===== src/sv/cmu_pkg.sv =====
`default_nettype none
// ----------------------------------------------------------------------------
// cmu_pkg
// Shared constants and types of the complex magnitude unit.
// ----------------------------------------------------------------------------
package cmu_pkg;

	localparam int SAMPLE_WIDTH_DEF = 16;
	localparam int MAG_WIDTH        = 16;
	localparam int POWER_WIDTH      = 32;

	// Side data that travels with a word through the root pipeline.
	typedef struct packed {
		logic                   valid;
		logic                   last;
		logic [POWER_WIDTH-1:0] power;
	} side_t;

endpackage
`default_nettype wire


===== src/sv/cmu_isqrt.sv =====
`default_nettype none
// ----------------------------------------------------------------------------
// cmu_isqrt
// Pipelined integer square root, one root bit per register stage.
// ----------------------------------------------------------------------------
module cmu_isqrt #(
	parameter int RAD_WIDTH = 2 * cmu_pkg::SAMPLE_WIDTH_DEF
) (
	input  wire logic                 clk,
	input  wire logic                 arst_n,
	input  wire logic                 en,
	input  wire logic [RAD_WIDTH-1:0] rad,
	input  wire cmu_pkg::side_t       side,
	output logic      [RAD_WIDTH-1:0] root,
	output cmu_pkg::side_t            side_out
);

	localparam int STAGES = RAD_WIDTH / 2;

	logic [RAD_WIDTH-1:0] rad_s  [1:STAGES];
	logic [RAD_WIDTH-1:0] root_s [1:STAGES];
	cmu_pkg::side_t       side_s [1:STAGES];

	for (genvar k = 0; k < STAGES; k++) begin : g_stage
		localparam logic [RAD_WIDTH-1:0] BIT = RAD_WIDTH'(1) << (2 * (STAGES - 1 - k));
		logic [RAD_WIDTH-1:0] rad_k;
		logic [RAD_WIDTH-1:0] root_k;
		cmu_pkg::side_t       side_k;
		logic [RAD_WIDTH-1:0] trial;
		logic                 fits;

		// first stage takes the module inputs, later stages the previous register
		if (k == 0) begin : g_first
			assign rad_k  = rad;
			assign root_k = '0;
			assign side_k = side;
		end else begin : g_next
			assign rad_k  = rad_s[k];
			assign root_k = root_s[k];
			assign side_k = side_s[k];
		end

		always_comb begin
			trial = root_k + BIT;
			fits  = rad_k >= trial;
		end

		always_ff @(posedge clk or negedge arst_n) begin
			if (!arst_n) begin
				side_s[k+1] <= '0;
			end else if (en) begin
				side_s[k+1] <= side_k;
			end
		end

		always_ff @(posedge clk) begin
			if (en) begin
				if (fits) begin
					rad_s[k+1]  <= rad_k - trial;
					root_s[k+1] <= (root_k >> 1) + BIT;
				end else begin
					rad_s[k+1]  <= rad_k;
					root_s[k+1] <= root_k >> 1;
				end
			end
		end
	end

	assign root     = root_s[STAGES];
	assign side_out = side_s[STAGES];

endmodule
`default_nettype wire


===== src/sv/complex_magnitude_unit.sv =====
`default_nettype none
// ----------------------------------------------------------------------------
// complex_magnitude_unit
// Power and floor square root magnitude of a stream of complex samples.
// ----------------------------------------------------------------------------
// Usage:
//   Sample channel: real_part, imag_part, last_in with sample_valid and
//   sample_stall. Result channel: magnitude, power, last_out with
//   result_valid and result_stall. A word moves when valid is high and
//   stall is low.
//   One result word per sample word, in order; last_out copies last_in.
//   The path is registered after absolute value, square and sum, then one
//   stage per root bit in the square root pipeline, then the output register.
//   Throughput is one word per cycle; the pipeline takes a new sample every
//   cycle while results are taken.
//   Reset clears all valid bits; no word is in flight afterwards.
//   When the receiver stalls a valid result, the whole pipeline holds and
//   sample_stall rises in the same cycle; nothing is dropped or repeated.
// ----------------------------------------------------------------------------
module complex_magnitude_unit #(
	parameter int SAMPLE_WIDTH = cmu_pkg::SAMPLE_WIDTH_DEF
) (
	input  wire logic                              clk,
	input  wire logic                              arst_n,
	input  wire logic signed [SAMPLE_WIDTH-1:0]    real_part,
	input  wire logic signed [SAMPLE_WIDTH-1:0]    imag_part,
	input  wire logic                              last_in,
	input  wire logic                              sample_valid,
	output logic                                   sample_stall,
	output logic             [cmu_pkg::MAG_WIDTH-1:0]   magnitude,
	output logic             [cmu_pkg::POWER_WIDTH-1:0] power,
	output logic                                   last_out,
	output logic                                   result_valid,
	input  wire logic                              result_stall
);

	localparam int PW = 2 * SAMPLE_WIDTH;

	logic en;

	logic                    v_s1, v_s2, v_s3, v_s5;
	logic                    last_s1, last_s2, last_s3;
	logic [SAMPLE_WIDTH-1:0] a_s1, b_s1;
	logic [PW-1:0]           sq_a_s2, sq_b_s2;
	logic [PW-1:0]           pw_s3;
	logic [cmu_pkg::POWER_WIDTH-1:0] power_s3;

	logic [PW-1:0]           pw_sum;
	logic [63:0]             pw_wide;
	logic [PW-1:0]           root;
	logic [63:0]             root_wide;
	cmu_pkg::side_t          side_in;
	cmu_pkg::side_t          side_out;

	logic [cmu_pkg::MAG_WIDTH-1:0]   magnitude_s5;
	logic [cmu_pkg::POWER_WIDTH-1:0] power_s5;
	logic                            last_s5;

	// Advance everything unless a valid result is held by the receiver.
	assign en           = !(v_s5 && result_stall);
	assign sample_stall = !en;

	always_comb begin
		pw_sum  = sq_a_s2 + sq_b_s2;
		pw_wide = 64'(pw_sum);
	end

	always_ff @(posedge clk or negedge arst_n) begin
		if (!arst_n) begin
			v_s1 <= 1'b0;
			v_s2 <= 1'b0;
			v_s3 <= 1'b0;
			v_s5 <= 1'b0;
		end else if (en) begin
			v_s1 <= sample_valid;
			v_s2 <= v_s1;
			v_s3 <= v_s2;
			v_s5 <= side_out.valid;
		end
	end

	always_ff @(posedge clk) begin
		if (en) begin
			// stage 1: absolute values; the most negative value maps to 2^(W-1)
			a_s1    <= real_part[SAMPLE_WIDTH-1] ? SAMPLE_WIDTH'(-real_part)
			                                     : SAMPLE_WIDTH'(real_part);
			b_s1    <= imag_part[SAMPLE_WIDTH-1] ? SAMPLE_WIDTH'(-imag_part)
			                                     : SAMPLE_WIDTH'(imag_part);
			last_s1 <= last_in;
			// stage 2: squares
			sq_a_s2 <= PW'(a_s1) * PW'(a_s1);
			sq_b_s2 <= PW'(b_s1) * PW'(b_s1);
			last_s2 <= last_s1;
			// stage 3: sum and clamp power to its field
			pw_s3    <= pw_sum;
			power_s3 <= (pw_wide[63:32] != '0) ? '1 : pw_wide[31:0];
			last_s3  <= last_s2;
		end
	end

	always_comb begin
		side_in.valid = v_s3;
		side_in.last  = last_s3;
		side_in.power = power_s3;
	end

	cmu_isqrt #(
		.RAD_WIDTH(PW)
	) u_isqrt (
		.clk      (clk),
		.arst_n   (arst_n),
		.en       (en),
		.rad      (pw_s3),
		.side     (side_in),
		.root     (root),
		.side_out (side_out)
	);

	assign root_wide = 64'(root);

	always_ff @(posedge clk) begin
		if (en) begin
			// clamp the root to the magnitude field
			magnitude_s5 <= (root_wide[63:16] != '0) ? '1 : root_wide[15:0];
			power_s5     <= side_out.power;
			last_s5      <= side_out.last;
		end
	end

	assign result_valid = v_s5;
	assign magnitude    = magnitude_s5;
	assign power        = power_s5;
	assign last_out     = last_s5;

endmodule
`default_nettype wire


===== config.mk =====
export PLATFORM = sky130hd
export DESIGN_NAME = complex_magnitude_unit
export DESIGN_NICKNAME = d
export VERILOG_FILES = /design/src/sv/cmu_pkg.sv /design/src/sv/cmu_isqrt.sv /design/src/sv/complex_magnitude_unit.sv
export SDC_FILE = /design/constraint.sdc
export NUM_CORES = 2
export LEC_CHECK = 0
export BUFFER_PORTS_ARGS = -buffer_cell sky130_fd_sc_hd__buf_2
export CAP_MARGIN = 25
export CORE_UTILIZATION = 36
export DETAILED_ROUTE_END_ITERATION = 8
export PLACE_DENSITY = 0.46
export SLEW_MARGIN = 25
export SYNTH_ARGS = -nofsm -noshare
export SYNTH_HDL_FRONTEND = slang
export SYNTH_SLANG_ARGS = --single-unit

===== constraint.sdc =====
create_clock -name clk -period 38.4 [get_ports clk]
set_input_delay 3.84 -clock clk [delete_from_list [all_inputs] [get_ports clk]]
set_output_delay 3.84 -clock clk [all_outputs]
set_load 0.02 [all_outputs]

# Word-level counts from Yosys, hierarchy flattened
# Memory sizes are Yosys's and may differ from the RTL's.
# Cells that the tools add are included.
dict set report classes {
  n_reduce_logical 2
  div 0
  n_mux 130
  eq_ne 0
  n_bitwise 32
  multipliers 2
  n_lt_le_gt_ge 16
  addsub 49
  shifts 0
}
# op count
set op_table {}
lappend op_table {{$mux 32} 32}
lappend op_table {{$ge 32x32->1} 15}
lappend op_table {{$sub 32x32->32} 15}
lappend op_table {{$mux 1} 96}
lappend op_table {{$mul 16x16->32} 2}
lappend op_table {{$reduce_bool 48->1} 1}
lappend op_table {{$add 31x1->32 const B} 1}
lappend op_table {{$add 31x11->32 const B} 1}
lappend op_table {{$add 31x13->32 const B} 1}
lappend op_table {{$add 31x15->32 const B} 1}
lappend op_table {{$add 31x17->32 const B} 1}
lappend op_table {{$add 31x19->32 const B} 1}
lappend op_table {{$add 31x21->32 const B} 1}
lappend op_table {{$add 31x23->32 const B} 1}
lappend op_table {{$add 31x25->32 const B} 1}
lappend op_table {{$add 31x27->32 const B} 1}
lappend op_table {{$add 31x29->32 const B} 1}
lappend op_table {{$add 31x3->32 const B} 1}
lappend op_table {{$add 31x5->32 const B} 1}
lappend op_table {{$add 31x7->32 const B} 1}
lappend op_table {{$add 31x9->32 const B} 1}
lappend op_table {{$add 32x1->32 const B} 1}
lappend op_table {{$add 32x11->32 const B} 1}
lappend op_table {{$add 32x13->32 const B} 1}
lappend op_table {{19 further kinds} 52}
dict set report word_totals {
  mem_bits_ro 0
  ram_bits 1024
  regBits 728
  latch_bits 0
  mem_count 2
}
# memory depth width rd rd_ports_with_merged_regs write_ports line
set mem_list {}
lappend mem_list {u_isqrt.rad_s 16 32 15 0 16 cmu_isqrt.sv:20} ;# logic [RAD_WIDTH-1:0] rad_s [1:STAGES];
lappend mem_list {u_isqrt.root_s 16 32 16 0 16 cmu_isqrt.sv:21} ;# logic [RAD_WIDTH-1:0] root_s [1:STAGES];

# Logic depth before layout (Yosys ltp)
# An unclocked memory read counts as a cell.
dict set report depth {
  depth_word 7
  depth_mapped 25
  depth_no_buf 24
}

# By module
# From an unflattened synthesis, not the netlist that was laid out.
dict set report hier_totals {
  cells_unflattened 5648
  area_unflattened_um2 71827.6
}
# module n_inst area_each_um2 seq_area_each_um2 cells_per_inst
set modules_own_cells {}
lappend modules_own_cells {cmu_isqrt 1 49677.6 32110.8 3484}
lappend modules_own_cells {complex_magnitude_unit 1 22150.0 5445.2 2164}

# Least setup slack after synthesis
# Ideal clock, no wire load.
dict set report synth_path {
  path_kind {input-to-reg}
  from {in result_stall}
  to {reg, netlist name u_isqrt.rad_s[0][100]}
  setup_time_ps 1221
  path_stages 3
  t_arrival_ps 20932
  setup_slack_ps 16247
  cell_sequence {nand2_1 > clkbuf_1 > clkbuf_1}
}
# element line
set synth_rtl {}
lappend synth_rtl {{start, declared} complex_magnitude_unit.sv:34} ;# input wire logic result_stall

# Worst setup path after layout
dict set report layout_path {
  from {in result_stall}
  to {out sample_stall}
}
dict set report layout_via {
  elab_chain_len 1
}
# element line
set layout_rtl {}
lappend layout_rtl {{$logic_and 1x1->1} complex_magnitude_unit.sv:60} ;# assign en = !(v_s5 && result_stall);
lappend layout_rtl {{end, declared} complex_magnitude_unit.sv:29} ;# output logic sample_stall,
# No other way between the ends.

==> metrics <==
antenna violations before repair=1; area of the die=197000 sq um; Yosys warning count=0; WP data required=34.56 ns; total of flip-flops plus latches after synthesis=1342; port buffer count=87; final cycle utilization of the critical path=23.3%; clock root cell=sky130_fd_sc_hd__clkbuf_16; effective utilization at floorplan=36.4%; max-slew violations=0; type of the tightest min-delay check=reg2reg; Max-slew headroom=24.4%; wire length of the first global-routing pass=241000 um; number of buffers inserted for hold repair after clock tree synthesis=0; number of violations reported at the end of detailed-routing iteration 0=2561; Skew-Pair Late Insertion Delay=0.81 ns; antenna violation net count after detailed routing=0; area growth from synthesis to layout=12.0%; routability cong.=0.823; Clk pin slew, worst setup/hold paths=0.06 ns; cell count after synthesis=6570; maximum single-stage delay on the critical path=0.43 ns; via count of the routed design=44000; Clock Sinks=1342; cells taking the most area after synthesis=sky130_fd_sc_hd__edfxtp_1 (34%), sky130_fd_sc_hd__dfrtp_1 (19%), sky130_fd_sc_hd__nand2_1 (11%); post-detailed-route DRC marker count=0; share of flip-flops with an asynchronous set or reset after synthesis=40.8%; net count of the mapped netlist=7307; final count of negative-setup-slack endpoints=0; standard-cell row count=161; number of placed I/O pins=88; Die Span X=444 um; Clock Skews=0.0620 ns; Die Span Y=444 um; placeable core region=193000 sq um; Critical Path Source Type=primary input; crit path cell chain=buf_2 -> nand2_4 -> inv_8 -> buf_2; number of distinct library cell variants in the gate-level netlist after synthesis=80; maximum number of pins on one net before global-route repair=223; vias in the first global route=45500; final-layout worst hold slack=0.415 ns; critical path type=in2out; Crit. End Element=output pin; Non-Filler Instances=9298; TritonCTS Buffers=154; peak clock frequency supported by timing=112 MHz; synthesized area divided by synthesized cell count=10.7 sq um; Worst Max-Slew Pin Slew=1.13 ns; final setup slack of the worst path=29.47 ns; total wirelength of the detailed-routed design=145000 um; number of post-CTS setup repair buffers=0; Worst path most repeated cell=sky130_fd_sc_hd__buf_2; max cap viols=0; arrival time worst endpoint=5.09 ns; setup repair after global routing missed its margin=false; Avg Vias per Cell=4.74; pre-CTS setup slack=29.42 ns; Final nets=7382; portion of the post-synthesis area used by sequential elements=53.3%; cell taking the most area after synthesis=sky130_fd_sc_hd__edfxtp_1; EDFF count, synth=794; HPWL after detailed placement=101000 um; status=finished, final reports clean; DRT Pass-1 Iters=5; Placed Instances=9014; Worst Path Max Fanout=54; CTS H-Tree Depth=4; final critical path time including I/O delays and setup=8.93 ns; Total GRT Usage=15.0%; Avg WL per Cell=15.6 um; slowest CP cell=sky130_fd_sc_hd__inv_8; clock tree from TritonCTS=done; top cell type's share of synthesized area=33.9%; deepest clock path buffer count=3; Setup TNS=0 ns; area of the mapped netlist=70400 sq um; CTS resizes=0; final global-route overflow total=0; share of final-layout standard cells stronger than drive strength 1=5.64%; Top FF cell, synth=sky130_fd_sc_hd__edfxtp_1; Fin. Hold Viols=0
[cells by family after synthesis]
logic type      count (synthesis)  synth area share (%)
buf+inv                       867                  4.65
fa+ha+maj                     700                  15.9
flops                        1342                  53.3
simple gates                 2728                  16.5
mux                            12                 0.190
compound gates                617                  5.59
xor+xnor                      304                  3.79
[stage by stage]
stage	cell area, sq um	util (%)
after floorplan	70400	-
after global placement	73600	38.1
after detailed placement	73600	38.1
after CTS	78900	40.8
after global routing	78900	40.8
final	78900	40.8
[cell usage in the layout, fill, tap and decap left out, types with 24 or more instances in the layout]
cell type,netlist,layout
sky130_fd_sc_hd__clkbuf_1,189,50
sky130_fd_sc_hd__nand2_1,1983,1981
sky130_fd_sc_hd__o21a_1,45,45
sky130_fd_sc_hd__xnor2_1,164,164
sky130_fd_sc_hd__o31ai_1,32,32
sky130_fd_sc_hd__xor2_1,139,139
sky130_fd_sc_hd__a21o_1,86,86
sky130_fd_sc_hd__edfxtp_1,794,794
sky130_fd_sc_hd__and2_1,106,106
sky130_fd_sc_hd__nor4_1,79,79
sky130_fd_sc_hd__inv_1,667,666
sky130_fd_sc_hd__buf_2,3,86
sky130_fd_sc_hd__fa_1,327,327
sky130_fd_sc_hd__and3_1,25,25
sky130_fd_sc_hd__nand4_1,40,40
sky130_fd_sc_hd__ha_1,373,373
sky130_fd_sc_hd__nor2_1,171,171
sky130_fd_sc_hd__nand3_1,46,46
sky130_fd_sc_hd__dfrtp_1,548,548
sky130_fd_sc_hd__nor2b_1,35,35
sky130_fd_sc_hd__clkbuf_16,0,159
sky130_fd_sc_hd__or3_1,24,24
sky130_fd_sc_hd__nor3_1,93,91
sky130_fd_sc_hd__a21oi_1,142,142
sky130_fd_sc_hd__o21ai_0,171,171
sky130_fd_sc_hd__nand2b_1,48,48
[sequential cells by signal (all words and copies together) (netlist names)]
signal / count
sq_b_s2: 31
u_isqrt.g_stage.side_k: 510
v_s2: 1
result_valid: 1
u_isqrt.rad_s: 480
sq_a_s2: 31
b_s1: 16
v_s3: 1
u_isqrt.side_out: 34
power: 32
last_s2: 1
last_s1: 1
power_s3: 32
last_s3: 1
magnitude: 16
last_out: 1
a_s1: 16
v_s1: 1
u_isqrt.root_s: 136
[metal layers]
| metal | global-route usage, % | vias up | share of wire, % |
|---|---|---|---|
| met3 | 2.42 | 222 | 3.1 |
| met5 | 0 | - | 0 |
| met2 | 26.2 | 496 | 50 |
| met1 | 18.9 | 21400 | 44 |
| li1 | - | 21900 | - |
| met4 | 4.49 | 0 | 2.7 |
[synthesized netlist by cell type, types with 11 or more instances]
cell type / instances
sky130_fd_sc_hd__o31ai_1: 32
sky130_fd_sc_hd__dfrtp_1: 548
sky130_fd_sc_hd__nor4b_1: 11
sky130_fd_sc_hd__o21ai_0: 171
sky130_fd_sc_hd__o21bai_1: 15
sky130_fd_sc_hd__ha_1: 373
sky130_fd_sc_hd__inv_1: 667
sky130_fd_sc_hd__a31oi_1: 16
sky130_fd_sc_hd__nand2b_1: 48
sky130_fd_sc_hd__xnor2_1: 164
sky130_fd_sc_hd__xor2_1: 139
sky130_fd_sc_hd__a21o_1: 86
sky130_fd_sc_hd__or3_1: 24
sky130_fd_sc_hd__nand2_1: 1983
sky130_fd_sc_hd__fa_1: 327
sky130_fd_sc_hd__clkbuf_1: 189
sky130_fd_sc_hd__a211oi_1: 19
sky130_fd_sc_hd__nor2_1: 171
sky130_fd_sc_hd__or4_1: 21
sky130_fd_sc_hd__nor4_1: 79
sky130_fd_sc_hd__nor2b_1: 35
sky130_fd_sc_hd__and3_1: 25
sky130_fd_sc_hd__nand4_1: 40
sky130_fd_sc_hd__o21a_1: 45
sky130_fd_sc_hd__edfxtp_1: 794
sky130_fd_sc_hd__a21oi_1: 142
sky130_fd_sc_hd__and2_1: 106
sky130_fd_sc_hd__nor3_1: 93
sky130_fd_sc_hd__nand3_1: 46
[final cells by class]
class	count	area, sq um
clock buffer	227	4410
sequential	1342	37600
tap	2526	3160
inverter	668	2510
clock inverter	55	826
timing repair buffer	118	793
multi-input combinational	4361	29600
fill	18900	114000
antenna	1	2.50
[critical path, delay by kind of cell]
family | cells | cell delay, ns
buffers and inverters | 3 | 0.79
AND/OR/NAND/NOR | 1 | 0.40
[worst paths after layout]
kind                       slack, ns  cells past startpoint                       endpoint                   from
max reg2reg                    31.15                     21                    sq_b_s2[30]                b_s1[9]
min reg2reg                     0.42                      0          u_isqrt.rad_s[0][288]  u_isqrt.rad_s[0][256]
min                             0.42                      0          u_isqrt.rad_s[0][288]  u_isqrt.rad_s[0][256]
min in group asynchronous       3.10                      1           u_isqrt.side_out[15]                 arst_n
max in group asynchronous      32.62                      4  u_isqrt.g_stage[3].side_k[20]                 arst_n
max                            29.47                      4                   sample_stall           result_stall
Power is not shown: default switching activity piles up to over one toggle a cycle in this logic, so the estimate is an artifact.
